**config.mk**
```make
export PLATFORM = sky130hd
export DESIGN_NAME = sts_sqrt
export DESIGN_NICKNAME = d
export VERILOG_FILES = /design/src/design/sts_sqrt.sv
export SDC_FILE = /design/constraint.sdc
export NUM_CORES = 1
export LEC_CHECK = 0
export ABC_AREA = 1
export ABC_CLOCK_PERIOD_IN_PS = 8250
export BUFFER_PORTS_ARGS = -buffer_cell sky130_fd_sc_hd__buf_2
export CORE_ASPECT_RATIO = 0.8
export CORE_MARGIN = 2
export CORE_UTILIZATION = 40
export DETAILED_ROUTE_END_ITERATION = 12
export SLEW_MARGIN = 10
export SYNTH_ARGS = -nofsm -noshare
export SYNTH_HDL_FRONTEND = slang
export SYNTH_SLANG_ARGS = --single-unit
```
**constraint.sdc**
```tcl
create_clock -name clk -period 8.25 [get_ports clk]
set_clock_uncertainty 0.2 [all_clocks]
set_input_delay 0 -clock clk [delete_from_list [all_inputs] [get_ports clk]]
set_output_delay 0 -clock clk [all_outputs]
set_load 0.1 [all_outputs]
```
**src/design/sts_sqrt.sv**
```systemverilog
`timescale 1ns / 1ps
`default_nettype none
// Restoring integer square root, one result bit per cycle.
module sts_sqrt (
	input  wire logic        clk,
	input  wire logic        arst_n,
	input  wire logic        start,
	input  wire logic [49:0] radicand,
	output logic             done,
	output logic [24:0]      root
);
	logic [49:0] rem_q;
	logic [49:0] rad_q;
	logic [24:0] res_q;
	logic [4:0]  cnt_q;
	logic        busy_q;
	logic [51:0] trial;
	logic [51:0] rem_sh;

	assign rem_sh = {rem_q, rad_q[49:48]};
	assign trial = {rem_sh[51:0]} - {25'd0, res_q, 2'b01};

	always_ff @(posedge clk or negedge arst_n) begin
		if (!arst_n) begin
			busy_q <= 1'b0;
			cnt_q  <= '0;
			done   <= 1'b0;
		end else begin
			done <= 1'b0;
			if (start) begin
				busy_q <= 1'b1;
				cnt_q  <= 5'd24;
			end else if (busy_q) begin
				if (cnt_q == 5'd0) begin
					busy_q <= 1'b0;
					done   <= 1'b1;
				end else begin
					cnt_q <= cnt_q - 5'd1;
				end
			end
		end
	end

	always_ff @(posedge clk) begin
		if (start) begin
			rem_q <= '0;
			res_q <= '0;
			rad_q <= radicand;
		end else if (busy_q) begin
			rad_q <= {rad_q[47:0], 2'b00};
			if (!trial[51]) begin
				rem_q <= trial[49:0];
				res_q <= {res_q[23:0], 1'b1};
			end else begin
				rem_q <= rem_sh[49:0];
				res_q <= {res_q[23:0], 1'b0};
			end
		end
	end

	assign root = res_q;
endmodule
`default_nettype wire

```
==> results.md <==
- The run finished with clean final reports.
- The data arrival time at the worst-slack endpoint is 3.04 ns.
- In this run the number of H-tree levels came out at 4.
- The synthesized netlist devotes 6.66% of its cell area to compound gates.
- The I/O pin count is 79.
- The post-detailed-route count of antenna-violating nets is 0.
- During synthesis, Yosys emitted a total of 0 warnings.
- The number of search-and-repair iterations in the first detailed-routing pass is 6.
- The data required time of the critical path is 8.38 ns.
- The vertical extent of the die is 134 µm.
- The area of the die is 0.0224 mm².
- After Yosys synthesis, full adders, half adders and majority gates account for 4.12% of the synthesized area.
- Setup violations remaining at the end of the flow were counted as 0.
- The post-synthesis to final-layout area growth is 19.5%.
- In the final design database the tool counted 1,486 nets.
- Summed over all nets, the half-perimeter wirelength after detailed placement is 16,900 µm.
- The via count of the first global-routing pass was 7,784.
- The synthesized design devotes to its leading area cell type 25.3% of total area.
- The dominant combinational cell family by area after synthesis is simple AND/OR/NAND/NOR gates.
- Sequential elements use 37.4% of the synthesized area.
- The kind of end point of the critical path is a register.
- The max-slew headroom at the worst pin is 21.1%.
- By instance count, the leading cell after synthesis is sky130_fd_sc_hd__nand2_1.
- Of the total power, the clock network draws 19.5%.
- The maximum operating frequency is 0.343 GHz.
- The number of maximum-capacitance violations is 0.
- Row generation in the floorplan step produced 47 rows.
- On the critical path, the stage with the largest delay is an instance of sky130_fd_sc_hd__nand2_4.
- Setup repair after global routing left no endpoint under its margin.
- The leakage power summed over all cells is 5.25 nW.
- The vias after detailed routing is 8,184.
- The share of the clock period used by the worst path after layout is 35.4%.
- The number of clock sinks is 132.
- The share of async-settable or async-resettable flops after synthesis is 5.30%.
- The number of antenna diodes in the final layout is 0.
- The synthesized flop and latch total is 132.
- By count the netlist is led by sky130_fd_sc_hd__nand2_1, sky130_fd_sc_hd__inv_1, sky130_fd_sc_hd__nand3_1.
- In this run, synthesis inferred 50 flip-flops with an integrated enable.
- The critical path startpoint category is a register.
- After clock tree synthesis, the clock-pin slew on the worst setup and hold paths is 0.07 ns.
- CTS placed an instance of sky130_fd_sc_hd__clkbuf_16 at the clock tree root.
- The critical path goes through inv_1, ha_1, nand2_1, inv_2, nand2_2, nor2_2, nand4_1, nand3_2, nand2_4, nand2_4, nand2_4, nand2_4, nand3_1, nand3_1, nand2_1.
- Before CTS, the worst setup slack after placement is 5.36 ns.
- The post-synthesis net count is 1,369.
- In this run the tool buffered the top-level ports with 78 buffer cells.
- The largest net degree at the start of global routing is 79.
- The initial antenna violation count is 0.
- Clock latency on the worst-skew pair, taken at its later pin, is 0.44 ns.
- The minimum setup slack among reg-to-reg paths is 5.33 ns.
- On the worst path, the slowest cell contributes a delay of 0.41 ns.
- The XOR/XNOR share of the synthesized area is 2.37%.
- The horizontal die dimension is 167 µm.
- The share of final-layout standard cells stronger than drive strength 1 is 11.4%.
- Summing the areas of all and, or, nand and nor instances in the mapped netlist gives 38.5% of the synthesized area.
- The number of failing hold endpoints at the final stage is 0.
- The congestion estimate from routability-driven global placement came to 0.976.
- The mean routed wirelength per cell is 14.1 µm.
- The TritonCTS clock tree is built.
- The category of the most critical setup path is reg -> reg.
- The minimum period implied by the final worst setup slack is 2.92 ns.
- TritonCTS created 17 clock buffers.
- The synthesized netlist occupies a cell area of 0.00849 mm².
- Gates resized during post-CTS repair numbered 0.
- The initial utilization of the core area, before any placement, comes to 40.9%.
- The clock passes through at most 2 buffers.
- The analysis attributes to net switching a power of 1.98 mW.
- In this run the power density over the cells is 392 mW/mm².
- The overall fraction of global-route tracks in use is 21.9%.
- The completed layout was analyzed and its total power is 3.98 mW.
- The fraction of power spent switching nets is 49.9%.
- In the routed layout, each cell is associated on average with a via count of 4.85.
- The internal power of the cells totals 1.99 mW.
- The DRC marker count from the first detailed-route iteration is 637.
- The remaining design rule violation count is 0.
- Summed over all instances, the cell type with the most area after synthesis is sky130_fd_sc_hd__nand2_1.
- After global routing the overflow that remains totals 0.
- The flip-flop cell with the highest count after synthesis is sky130_fd_sc_hd__dfxtp_1.
- IR analysis of the VDD net gives a maximum drop of 0.170 mV.
- The mux share of post-synthesis cell area is 0%.
- Per report_power, the combinational group accounts for 57.2% of the total.
- After layout, the worst setup slack is 5.33 ns.
- The wire length of the first global-routing pass is 39,500 µm.
- The post-synthesis cell type count is 42.
- After synthesis, the mean cell area works out to 6.60 µm².
- The slew at the pin with the worst max-slew slack is 1.18 ns.
- The register share of total power is 23.3%.
- Synthesis produced 1,288 cells.
- In this run the standard cell core region covers 0.0208 mm².
- Along the worst path, the maximum fanout reaches 51.
- Post-CTS timing repair inserted 0 buffers for setup.
- Summed over all failing endpoints, the final setup total negative slack is 0 ns.
- The final number of max-transition violations is 0.
- The path class of the tightest hold or removal check is in -> reg.
- The final wirelength is 23,700 µm.
- Sorting the synthesized cells by area gives the leading types as sky130_fd_sc_hd__nand2_1, sky130_fd_sc_hd__dfxtp_1, sky130_fd_sc_hd__edfxtp_1.
- The most numerous cell on the critical path is sky130_fd_sc_hd__nand2_4.
==> state kept, by name, summed over array words and instances, names as in the netlist <==
register  flops
busy_q        1
cnt_q         5
rad_q        50
root         25
done          1
rem_q        50
==> cell type report <==
class,count,area (µm²)
clock buffers,17,425
clock inverters,15,164
fillers,2124,10600
inverters,188,706
multi-input cells,932,4400
flip-flops and latches,132,3180
well taps,269,337
repair buffers,134,941
==> per-layer routing <==
metal,global-route usage [%],wire length (µm)
met1,32.1,12200
met4,6.80,469
met5,0,0
met2,31.3,9350
met3,5.67,1730
==> per-stage QoR <==
stage          cells  hold WS (ns)  utilization [%]  cell area (µm²)
3_3_place_gp    1603        -0.354             43.6             9040
4_1_cts         1687        0.0809             48.9            10200
5_1_grt         1687         0.114             48.9            10200
6_report        1687        0.0686             48.9            10200
3_5_place_dp    1603        -0.356             43.6             9040
2_1_floorplan   1288        -0.496                -             8490
==> critical path, delay by kind of cell (launching register included) <==
family	cells	cell delay, ns
AND/OR/NAND/NOR	12	1.71
flip-flops	1	0.33
buffers and inverters	2	0.18
adder cells (fa/ha/maj)	1	0.36
==> cell usage in the layout, fill, tap and decap left out, types with 16 or more instances in the layout <==
master,instances
sky130_fd_sc_hd__a21oi_1,30
sky130_fd_sc_hd__nand4_1,16
sky130_fd_sc_hd__nand3_1,88
sky130_fd_sc_hd__edfxtp_1,50
sky130_fd_sc_hd__clkbuf_16,17
sky130_fd_sc_hd__buf_2,78
sky130_fd_sc_hd__dfxtp_1,75
sky130_fd_sc_hd__nor2_1,66
sky130_fd_sc_hd__xnor2_1,18
sky130_fd_sc_hd__nand2_1,573
sky130_fd_sc_hd__o22ai_1,25
sky130_fd_sc_hd__ha_1,28
sky130_fd_sc_hd__dlygate4sd3_1,52
sky130_fd_sc_hd__inv_1,178
==> kinds of logic (layout without fill, tap and decap cells) <==
kind of cell / after synthesis / after routing
buffers and inverters: 224 / 354
AOI/OAI and AO/OA: 94 / 94
DFF: 132 / 132
and+or+nand+nor: 787 / 787
adders and majority gates: 28 / 28
xor gates and xnor gates: 23 / 23
==> path summary, 6_finish.rpt <==
kind / from / to / cells after the start
min in group asynchronous: arst_n / cnt_q[3] / 3
max: root[14] / rem_q[26] / 15
max in group asynchronous: arst_n / cnt_q[0] / 3
min reg2reg: rem_q[48] / rem_q[48] / 2
max reg2reg: root[14] / rem_q[26] / 15
min: start / rad_q[1] / 4
==> timing repair <==
item	in CTS	in global routing
setup endpoints to repair	0	0
endpoints found under the hold margin	57	0
hold buffers	52	0
==> power groups by stage <==
stage / logic [mW] / clock network (mW) / registers (mW)
after detailed placement: 2.22 / 0 / 0.935
final: 2.28 / 0.777 / 0.925
after global routing: 2.58 / 0.817 / 0.942
after floorplan: 1.75 / 0 / 0.929
after CTS: 2.25 / 0.786 / 0.923
after global placement: 2.20 / 0 / 0.935
Power figures use the tool's default switching activity.
