==> src/design/sts_div.sv <==
`timescale 1ns / 1ps
`default_nettype none
// Restoring divider, one quotient bit per cycle: q = floor(num / den).
module sts_div (
	input  wire logic        clk,
	input  wire logic        arst_n,
	input  wire logic        start,
	input  wire logic [39:0] num,
	input  wire logic [25:0] den,
	output logic             done,
	output logic [15:0]      quo
);
	logic [39:0] num_q;
	logic [25:0] den_q;
	logic [26:0] rem_q;
	logic [15:0] quo_q;
	logic [5:0]  cnt_q;
	logic        busy_q;
	logic [26:0] rem_sh;
	logic [26:0] diff;

	assign rem_sh = {rem_q[25:0], num_q[39]};
	assign diff   = rem_sh - {1'b0, den_q};

	always_ff @(posedge clk or negedge arst_n) begin
		if (!arst_n) begin
			busy_q <= 1'b0;
			cnt_q  <= '0;
			done   <= 1'b0;
		end else begin
			done <= 1'b0;
			if (start) begin
				busy_q <= 1'b1;
				cnt_q  <= 6'd39;
			end else if (busy_q) begin
				if (cnt_q == 6'd0) begin
					busy_q <= 1'b0;
					done   <= 1'b1;
				end else begin
					cnt_q <= cnt_q - 6'd1;
				end
			end
		end
	end

	always_ff @(posedge clk) begin
		if (start) begin
			num_q <= num;
			den_q <= den;
			rem_q <= '0;
			quo_q <= '0;
		end else if (busy_q) begin
			num_q <= {num_q[38:0], 1'b0};
			if (!diff[26]) begin
				rem_q <= diff;
				quo_q <= {quo_q[14:0], 1'b1};
			end else begin
				rem_q <= rem_sh;
				quo_q <= {quo_q[14:0], 1'b0};
			end
		end
	end

	assign quo = quo_q;
endmodule
`default_nettype wire

==> config.mk <==
export PLATFORM = sky130hd
export DESIGN_NAME = sts_div
export DESIGN_NICKNAME = d
export VERILOG_FILES = /design/src/design/sts_div.sv
export SDC_FILE = /design/constraint.sdc
export NUM_CORES = 1
export LEC_CHECK = 0
export BUFFER_PORTS_ARGS = -buffer_cell sky130_fd_sc_hd__buf_2
export CAP_MARGIN = 20
export CORE_ASPECT_RATIO = 1.75
export CORE_MARGIN = 2
export CORE_UTILIZATION = 37
export DETAILED_ROUTE_END_ITERATION = 12
export GPL_TIMING_DRIVEN = 0
export PLACE_DENSITY = 0.58
export SLEW_MARGIN = 5
export SYNTH_ARGS = -nofsm -noshare
export SYNTH_HDL_FRONTEND = slang
export SYNTH_SLANG_ARGS = --single-unit
==> constraint.sdc <==
create_clock -name clk -period 3.4 [get_ports clk]
set_clock_uncertainty 0.1 [all_clocks]
set_input_delay 1.02 -clock clk [delete_from_list [all_inputs] [get_ports clk]]
set_output_delay 1.02 -clock clk [all_outputs]
set_load 0.01 [all_outputs]
==> summary.md, run 1 <==
| Metric | Value |
|---|---|
| Outcome | `finished, final reports clean` |
| Htree depth | `4` |
| WS Path Type | `reg -> reg` |
| First-pass GRT wire length | `23.52 mm` |
| # rows | `62` |
| CP arrival | `3.33 ns` |
| Largest net degree at the start of global routing | `41` |
| Routed vias | `4604` |
| # DRC | `0` |
| Max FO, Critical Path | `4` |
| Synth Register Bits | `116` |
| Post-synth cell types | `60` |
| Launching element type of the critical path | `flip-flop` |
| Die Ht | `174.4 um` |
| CTS tree | `yes` |
| Synth Area per Inst | `10.94 um^2` |
| Num ports | `86` |
| Gr usage total | `16.92%` |
| Number of DRC markers in iteration 0 | `236` |
| Clock insertion delay at the later pin of the skew report | `0.43 ns` |
| Pre-CTS setup slack | `-0.4317 ns` |
| Placer congestion estimate | `0.9087` |
| Final HPWL DP | `10.53 mm` |
| Hold WS | `0.3325 ns` |
| Remaining antenna violation count after routing | `0` |
| Number of flops mapped to enable cells by yosys | `66` |
| RSZ-0062 raised after global routing | `false` |
| Drt first pass iters | `4` |
| Shortest period the worst path allows | `3.173 ns` |
| Largest area contributor in the synthesized netlist | `edfxtp_1` |
| Via-to-Cell Ratio | `5.104` |
| FILL cells | `1595` |
| Main synth FF type | `edfxtp_1` |
| Leak | `3.225 nW` |
| Synth top cells by count | `66 x edfxtp_1, 56 x nor2_1, 42 x dfxtp_1` |
| Final-stage net count | `763` |
| Max-Slew Margin vs Limit | `50.43%` |
| Total Routed Length | `14.08 mm` |
| Slew Viols, Final | `0` |
| Core Area | `16370 um^2` |
| Syn nets | `659` |
| Worst setup margin | `0.2270 ns` |
| Most common cell in the netlist | `edfxtp_1` |
| Vias in the first global route | `4948` |
| Remaining global-route overflow | `0` |
| Wirelength per Cell | `15.61 um` |
| Post-Syn Area | `6138 um^2` |
| Peak supply drop | `0.0003691 V` |
| N_diodes | `0` |
| Final setup fails | `0` |
| Mapped Cells | `561` |
| Die Wd | `101.4 um` |
| Endpoint type of the worst setup path | `flip-flop` |
| Reg clk slew, reported paths | `0.06 ns` |
| Post-synth ARST share | `6.897%` |
| Worst Hold Class | `in -> async` |
| Initial Utilization | `37.50%` |
| PD cells | `752.0 nW/um^2` |
| Share of the synthesized area in the top cell type | `32.29%` |
| Slew @ Worst Pin | `0.7436 ns` |
| Area Overhead vs Synth | `20.46%` |
| Fmax | `0.3152 GHz` |
| Yosys warns | `0` |
| Period utilisation layout | `93.32%` |
| Clock tree buffer depth | `2` |
| CTS Sinks | `116` |
| Final Hold Viols | `0` |
| Top cells by area, synth | `edfxtp_1 32%, dfxtp_1 14%, mux2_2 7.5%` |
| Maximum Capacitance Violations | `0` |
| Initial antenna violation count | `0` |
| Layout cell share with drive strength beyond 1 | `25.07%` |
| Port-buffer cells | `85` |
| CTS root buf | `clkbuf_16` |
| Seq/Total Area, Yosys | `49.25%` |
| CTS Buf Count | `17` |
| Crit path required time | `3.55 ns` |
| Setup Buffers After CTS | `0` |
| Die area | `17680 um^2` |
[critical path, cell delays in order, from the launching register on]
cell and delay, ns:
edfxtp_1 0.35, inv_1 0.08, ha_1 0.19, fa_1 0.24, nor2b_1 0.09, o31a_1 0.31, nor4_1 0.57, o31ai_1 0.21
a31o_2 0.32, a311o_1 0.35, nand4_1 0.10, a311oi_1 0.10
[final timing paths]
check | end | depth (start not counted) | startpoint | slack (ns)
min in group clk | rem_q[3]$_SDFFE_PP0P_ | 2 | rem_q[3]$_SDFFE_PP0P_ | 0.41
min | cnt_q[0]$_DFFE_PN0P_ | 1 | arst_n | 0.33
max | rem_q[20]$_SDFFE_PP0P_ | 11 | num_q[39]$_DFFE_PP_ | 0.23
max reg2reg | rem_q[20]$_SDFFE_PP0P_ | 11 | num_q[39]$_DFFE_PP_ | 0.23
min reg2reg | rem_q[3]$_SDFFE_PP0P_ | 2 | rem_q[3]$_SDFFE_PP0P_ | 0.41
max in group asynchronous | done$_DFF_PN0_ | 1 | arst_n | 2.70
[stage by stage]
stage               util, %  std cells  setup TNS, ns  total power (W)  area (um^2)
floorplan                 -        561              0         0.003435         6138
global placement      41.81        870         -14.28         0.003852         6844
detailed placement    41.81        870         -17.11         0.003897         6844
CTS                   45.18        902              0         0.005604         7395
global route          45.18        902              0         0.005891         7395
finish                45.18        902              0         0.005561         7395
[logic make-up after synthesis]
group	Yosys count	share of synthesized area (%)
multiplexers	75	13.07
AO/OA/AOI/OAI	111	12.92
buffers and inverters	64	4.423
flip-flops	116	49.25
adder cells (fa/ha/maj)	29	6.034
XOR/XNOR	21	2.996
AND/OR/NAND/NOR	145	11.31
[metal layers]
| metal | vias to the layer above | part of all wire [%] | track usage [%] | wire [um] |
|---|---|---|---|---|
| met5 | - | 0 | 0 | 0 |
| met4 | 0 | 1.8 | 6.363 | 255 |
| met3 | 19 | 4.0 | 4.262 | 560 |
| met2 | 101 | 56 | 31.79 | 7863 |
| met1 | 2209 | 38 | 17.44 | 5404 |
| li1 | 2275 | - | - | - |
[layout make-up]
| cell class | instances | area [um^2] | area share, % |
|---|---|---|---|
| tap | 224 | 280.3 | 3.790 |
| clock inverter | 14 | 118.9 | 1.607 |
| multi-input combinational | 381 | 2846 | 38.49 |
| inverter | 35 | 131.4 | 1.777 |
| timing repair buffer | 85 | 425.4 | 5.753 |
| buffer | 29 | 140.1 | 1.895 |
| sequential | 116 | 3023 | 40.88 |
| clock buffer | 18 | 429.2 | 5.804 |
[layout by cell type, fill, tap and decap left out, types with 4 or more instances in the layout]
| cell type | count |
|---|---|
| buf_2 | 86 |
| mux2_2 | 41 |
| inv_1 | 35 |
| a21oi_1 | 27 |
| xor2_1 | 6 |
| nand2_1 | 25 |
| o21ai_0 | 9 |
| inv_6 | 5 |
| nand3_1 | 14 |
| ha_1 | 28 |
| nor2b_1 | 4 |
| nor3_1 | 11 |
| clkbuf_1 | 21 |
| o21a_1 | 9 |
| nor2_1 | 56 |
| nand4_1 | 5 |
| xnor2_1 | 15 |
| dfxtp_1 | 42 |
| or3_1 | 4 |
| a21o_1 | 6 |
| dfrtp_1 | 8 |
| buf_1 | 5 |
| nor4_1 | 4 |
| clkbuf_16 | 17 |
| edfxtp_1 | 66 |
| a211oi_1 | 21 |
| o31ai_1 | 5 |
| nand2b_1 | 9 |
| mux2i_1 | 34 |
[state kept, by name (all words and copies together) (netlist names)]
register / count
quo: 16
busy_q: 1
num_q: 40
cnt_q: 6
done: 1
den_q: 26
rem_q: 26
[what timing repair did]
item | 4_1_cts | 5_1_grt
hold buffers | 0 | 0
setup endpoints to repair | 6 | 0
resized for setup | 1 | 0
[where the power goes]
group	internal, W	leakage [nW]	switching (W)	total [W]
registers	0.00170	1.11	0.000125	0.00182
clock network	0.000953	0.263	0.000732	0.00169
logic	0.000945	1.85	0.00111	0.00205
total	0.00360	3.22	0.00196	0.00556
(Power assumes the default switching activity.)
==> run 2, diff against run 1 <==
--- a/config.mk
+++ b/config.mk
@@ -9,10 +9,10 @@
 export CAP_MARGIN = 20
 export CORE_ASPECT_RATIO = 1.75
 export CORE_MARGIN = 2
-export CORE_UTILIZATION = 37
+export CORE_UTILIZATION = 50
 export DETAILED_ROUTE_END_ITERATION = 12
 export GPL_TIMING_DRIVEN = 0
-export PLACE_DENSITY = 0.58
+export PLACE_DENSITY = 0.76
 export SLEW_MARGIN = 5
 export SYNTH_ARGS = -nofsm -noshare
 export SYNTH_HDL_FRONTEND = slang
==> constraint.sdc (replaced) <==
create_clock -name clk -period 2.7 [get_ports clk]
set_clock_uncertainty 0.1 [all_clocks]
set_input_delay 0.81 -clock clk [delete_from_list [all_inputs] [get_ports clk]]
set_output_delay 0.81 -clock clk [all_outputs]
set_load 0.01 [all_outputs]
==> run 2 against run 1 <==
Net effect:
- the flow now finishes with violations (setup timing)
- worst setup slack worse by 0.43 ns
- combinational power is 52% higher
- cell count is 5.7% lower
- via count is 3.1% higher
- final area is 2.7% higher
- die area is 25% lower
- non-clock buffer count is 7 higher
- clock-buffer cell count is 3 higher
- sequential power is 27% higher
==> summary.md, run 2 (synthesized netlist as in run 1, its figures left out) <==
| Metric | Value |
|---|---|
| Die Ht | `150.6 um` |
| Htree depth | `4` |
| Hold WS | `0.1242 ns` |
| Initial Utilization | `51.14%` |
| Crit path required time | `2.94 ns` |
| Clock insertion delay at the later pin of the skew report | `0.42 ns` |
| R2r setup slk | `-0.20 ns` |
| Failing checks | `setup timing` |
| Reg clk slew, reported paths | `0.06 ns` |
| Most frequent cells in the layout | `85 x buf_2, 66 x edfxtp_1, 56 x nor2_1` |
| Remaining antenna violation count after routing | `0` |
| Number of DRC markers in iteration 0 | `279` |
| WS Path Type | `reg -> reg` |
| Slew @ Worst Pin | `0.7322 ns` |
| Largest net degree at the start of global routing | `41` |
| Endpoint type of the worst setup path | `flip-flop` |
| Vias in the first global route | `5050` |
| CTS Sinks | `116` |
| Shortest period the worst path allows | `2.899 ns` |
| Regs by FF count | `num_q x40, den_q x26, rem_q x26` |
| Slowest-stage cell, CP | `edfxtp_1` |
| RSZ-0062 raised after global routing | `true` |
| Drt first pass iters | `7` |
| Die area | `13210 um^2` |
| Die Wd | `87.76 um` |
| Slew Viols, Final | `0` |
| Routed vias | `4749` |
| Commonest non-fill, non-tap cell in the layout | `buf_2` |
| Worst Hold Class | `in -> async` |
| Leak | `3.344 nW` |
| CTS root buf | `clkbuf_16` |
| Core Area | `12000 um^2` |
| # DRC | `0` |
| Port-buffer cells | `85` |
| # rows | `53` |
| Layout cell share with drive strength beyond 1 | `29.59%` |
| Final HPWL DP | `10.11 mm` |
| Outcome | `finished, violations left` |
| FILL cells | `928` |
| CP max stage delay | `0.44 ns` |
| Path depth of the worst reg2reg path | `11` |
| Largest Register | `num_q` |
| Remaining global-route overflow | `0` |
| CP arrival | `3.14 ns` |
| Launching element type of the critical path | `flip-flop` |
| CTS Buf Count | `17` |
| CTS tree | `yes` |
| Wirelength per Cell | `17.47 um` |
| PD cells | `1003 nW/um^2` |
| Final setup fails | `27` |
| Initial antenna violation count | `0` |
| Num ports | `86` |
| Clock tree buffer depth | `2` |
| N_diodes | `0` |
| Peak supply drop | `0.0006021 V` |
| Final core utilization | `63.26%` |
| Period utilisation layout | `107.4%` |
| Maximum Capacitance Violations | `0` |
| Final Hold Viols | `0` |
| Total Routed Length | `14.87 mm` |
| Fmax | `0.3450 GHz` |
| Via-to-Cell Ratio | `5.580` |
| Critical path, cell by cell | `ha_4, fa_2, nor2b_2, o31a_1, o221ai_2, nand3_2, a21oi_4, o211ai_4, buf_6, mux2_4, a211oi_2` |
| Pre-CTS setup slack | `-0.8226 ns` |
| First-pass GRT wire length | `23.34 mm` |
| Area Overhead vs Synth | `23.71%` |
| Max FO, Critical Path | `7` |
| Max-Slew Margin vs Limit | `50.67%` |
| Placer congestion estimate | `0.9496` |
| Worst setup margin | `-0.1986 ns` |
| Final-stage net count | `771` |
| Largest register FFs | `40` |
| Gr usage total | `22.99%` |
## run 2: changes by cell type in the layout (fill, tap and decap cells not counted), sizes merged
| cell | delta |
|---|---|
| buf | +11 |
| inv | -3 |
| clkinvlp | -3 |
| or2 | +1 |
| clkbuf | -1 |
| clkinv | +3 |
## run 2: through the flow
step	power (W)	std cells	setup TNS [ns]	cell area, um^2
4_1_cts	0.007615	851	-3.670	7586
3_5_place_dp	0.004910	811	-47.99	6770
6_report	0.007619	851	-3.704	7594
2_1_floorplan	0.004325	561	0	6138
5_1_grt	0.007971	851	-8.710	7594
3_3_place_gp	0.004821	811	-41.99	6770
## run 2: metal layers
metal	up-vias	track usage, %	share of wire (%)
met5	-	0	0
met4	0	11.31	2.7
met3	36	5.537	4.2
met2	135	42.95	57
met1	2302	22.95	36
li1	2276	-	-
## run 2: area by class of cell
cell class                      instances  area, um^2  share of cell area [%]
Tap cell                              165       206.4                   2.719
Clock buffer                           21       493.0                   6.492
Buffer                                 25       126.4                   1.664
Inverter                               35       131.4                   1.730
Clock inverter                         11       86.33                   1.137
Timing Repair Buffer                   96       538.0                   7.085
Sequential cell                       116        3023                   39.81
Multi-Input combinational cell        382        2989                   39.36
## run 2: where the power goes
group / switching [W] / internal (W)
clock network: 0.000870 / 0.00132
registers: 0.000176 / 0.00214
logic: 0.00159 / 0.00152
total: 0.00264 / 0.00498
## run 2: timing repair
action | CTS | global route
pin swaps | 22 | 12
gates cloned | 1 | 1
setup endpoints to repair | 67 | 43
buffers inserted | 11 | 0
resized for setup | 32 | 7
hold buffers | 0 | 0
## run 2: final timing paths
path,end,startpoint
min in group clk,quo[15]$_SDFFE_PP0P_,quo[15]$_SDFFE_PP0P_
max reg2reg,rem_q[8]$_SDFFE_PP0P_,den_q[0]$_DFFE_PP_
max,rem_q[8]$_SDFFE_PP0P_,den_q[0]$_DFFE_PP_
max in group asynchronous,done$_DFF_PN0_,arst_n
min reg2reg,quo[15]$_SDFFE_PP0P_,quo[15]$_SDFFE_PP0P_
min,cnt_q[1]$_DFFE_PN0P_,arst_n
## run 2: critical path: cells and delay by family (launching register included)
kind / cells / cell delay (ns)
buf+inv: 1 / 0.16
simple gates: 2 / 0.27
flops: 1 / 0.44
compound gates: 5 / 0.97
fa+ha+maj: 2 / 0.57
mux: 1 / 0.31
==> run 3, diff against run 2 <==
--- a/config.mk
+++ b/config.mk
@@ -8,12 +8,11 @@
 export BUFFER_PORTS_ARGS = -buffer_cell sky130_fd_sc_hd__buf_2
 export CAP_MARGIN = 20
 export CORE_ASPECT_RATIO = 1.75
-export CORE_MARGIN = 2
+export CORE_MARGIN = 1.5
 export CORE_UTILIZATION = 50
 export DETAILED_ROUTE_END_ITERATION = 12
 export GPL_TIMING_DRIVEN = 0
 export PLACE_DENSITY = 0.76
-export SLEW_MARGIN = 5
 export SYNTH_ARGS = -nofsm -noshare
 export SYNTH_HDL_FRONTEND = slang
 export SYNTH_SLANG_ARGS = --single-unit
==> run 3 against run 2 <==
Net effect:
- the flow still finishes with violations (setup timing)
- critical path type unchanged
- wire length shrank 0.97%
- flip-flop and latch count is the same
- via count grew 0.76%
- sequential power is essentially flat
- total power grew 4.2%
- first-iteration DRC count shrank 12%
- largest cell class is now multi-input combinational cells
- sequential share of layout area shrank 0.66 points
- non-clock buffer count grew 3
- die area shrank 1.8%
==> summary.md, run 3 (synthesized netlist as in run 1, its figures left out) <==
| Metric | Value |
|---|---|
| CTS tree | `yes` |
| CP top delay family | `compound AO/OA/AOI/OAI gates` |
| N_diodes | `0` |
| Routed vias | `4785` |
| Peak supply drop | `0.0006517 V` |
| CTS Buf Count | `17` |
| Outcome | `finished, violations left` |
| Drt first pass iters | `8` |
| CTS root buf | `clkbuf_16` |
| # DRC | `0` |
| Total Routed Length | `14.72 mm` |
| Reg clk slew, reported paths | `0.06 ns` |
| # rows | `53` |
| Fmax | `0.3403 GHz` |
| Commonest non-fill, non-tap cell in the layout | `buf_2` |
| Period utilisation layout | `108.8%` |
| Final setup fails | `27` |
| Wirelength per Cell | `17.24 um` |
| Most frequent cells in the layout | `85 x buf_2, 66 x edfxtp_1, 56 x nor2_1` |
| Die Wd | `86.76 um` |
| Final-stage net count | `774` |
| Vias in the first global route | `4901` |
| Final HPWL DP | `9.978 mm` |
| Critical path, cell by cell | `inv_2, ha_4, nor2b_2, o31a_1, o221ai_2, nand3_2, a211o_4, o211ai_4, buf_12, buf_12, mux2i_2, a211oi_2` |
| Placed insts | `811` |
| Endpoint type of the worst setup path | `flip-flop` |
| Port-buffer cells | `85` |
| Clock tree buffer depth | `2` |
| RSZ-0062 raised after global routing | `true` |
| Max FO, Critical Path | `5` |
| Remaining global-route overflow | `0` |
| Placer congestion estimate | `0.9462` |
| Failing checks | `setup timing` |
| Crit path required time | `2.86 ns` |
| PD cells | `1028 nW/um^2` |
| Leak | `3.359 nW` |
| CTS Sinks | `116` |
| Multi-input logic area | `3054 um^2` |
| Largest net degree at the start of global routing | `41` |
| Gr usage total | `23.45%` |
| Initial Utilization | `51.14%` |
| Die area | `12980 um^2` |
| FILL cells | `947` |
| Number of DRC markers in iteration 0 | `245` |
| Num ports | `86` |
| Layout cell share with drive strength beyond 1 | `30.91%` |
| Maximum Capacitance Violations | `0` |
| Total power | `0.007941 W` |
| Htree depth | `4` |
| Remaining antenna violation count after routing | `0` |
| CP max stage delay | `0.40 ns` |
| Slowest-stage cell, CP | `a211o_4` |
| Area Overhead vs Synth | `25.78%` |
| Cell mode on critical path | `buf_12` |
| Shortest period the worst path allows | `2.938 ns` |
| WS Path Type | `reg -> reg` |
| Core Area | `12000 um^2` |
| Hold-fix buffers at CTS | `0` |
| Hold WS | `0.1255 ns` |
| Worst Hold Class | `in -> async` |
| Slew Viols, Final | `0` |
| Slew @ Worst Pin | `0.7344 ns` |
| Final Hold Viols | `0` |
| CP arrival | `3.10 ns` |
| Final core utilization | `64.33%` |
| Initial antenna violation count | `0` |
| Max-Slew Margin vs Limit | `51.04%` |
| Buffer and inverter count on the worst path | `3` |
| Die Ht | `149.6 um` |
| Clock insertion delay at the later pin of the skew report | `0.42 ns` |
| Final cell count without fillers | `854` |
| Launching element type of the critical path | `flip-flop` |
| Via-to-Cell Ratio | `5.603` |
| First-pass GRT wire length | `23.35 mm` |
| Sequential cell area | `3023 um^2` |
| Largest Register | `num_q` |
| Regs by FF count | `num_q x40, den_q x26, rem_q x26` |
| Worst setup margin | `-0.2383 ns` |
| Largest register FFs | `40` |
==> run 3: changes by cell type in the layout (fill, tap and decap cells not counted), sizes merged <==
cell	change
clkbuf	-1
bufinv	+1
o211ai	+1
clkinvlp	+4
or2	-1
clkinv	-3
buf	+5
inv	-3
==> run 3: metal layers <==
metal  wire length [um]  global-route usage (%)
met5                  0                       0
met4                415                   9.435
met3                630                   6.233
met2               8205                   44.26
met1               5472                   23.81
==> run 3: timing repair <==
item	4_1_cts	5_1_grt
gates resized for setup	30	18
setup endpoints to repair	67	27
pin swaps	28	18
gates cloned	3	0
setup buffers	11	5
==> run 3: where the power goes <==
part           switching [W]  leakage [nW]  total (W)  internal (W)
clock               0.000823         0.269    0.00217       0.00135
combinational        0.00168          1.98    0.00344       0.00176
sequential          0.000186          1.11    0.00233       0.00214
total                0.00269          3.36    0.00794       0.00525
==> run 3: final cells by class <==
type / count / share of cell area (%)
buffer: 23 / 1.604
clock buffer: 22 / 6.158
clock inverter: 10 / 1.264
inverter: 35 / 1.702
multi-input combinational: 382 / 39.56
sequential: 116 / 39.15
tap: 165 / 2.674
timing repair buffer: 101 / 7.892
==> run 3: worst paths after layout <==
path,slack (ns),depth (start not counted),from,endpoint
hold / removal,0.13,1,arst_n,cnt_q[2]$_DFFE_PN0P_
hold reg to reg,0.39,2,quo[15]$_SDFFE_PP0P_,quo[15]$_SDFFE_PP0P_
min in group clk,0.39,2,quo[15]$_SDFFE_PP0P_,quo[15]$_SDFFE_PP0P_
setup reg to reg,-0.24,12,den_q[2]$_DFFE_PP_,rem_q[17]$_SDFFE_PP0P_
setup / recovery,-0.24,12,den_q[2]$_DFFE_PP_,rem_q[17]$_SDFFE_PP0P_
max in group asynchronous,2.20,1,arst_n,busy_q$_DFF_PN0_
==> run 3: stage by stage <==
stage | TNS, ns | area, um^2 | setup slack, ns
after floorplan | 0 | 6138 | 0.02348
after detailed placement | -48.31 | 6770 | -0.8243
final | -5.062 | 7721 | -0.2383
after global routing | -6.934 | 7721 | -0.3052
after CTS | -5.116 | 7631 | -0.2343
after global placement | -42.53 | 6770 | -0.7439
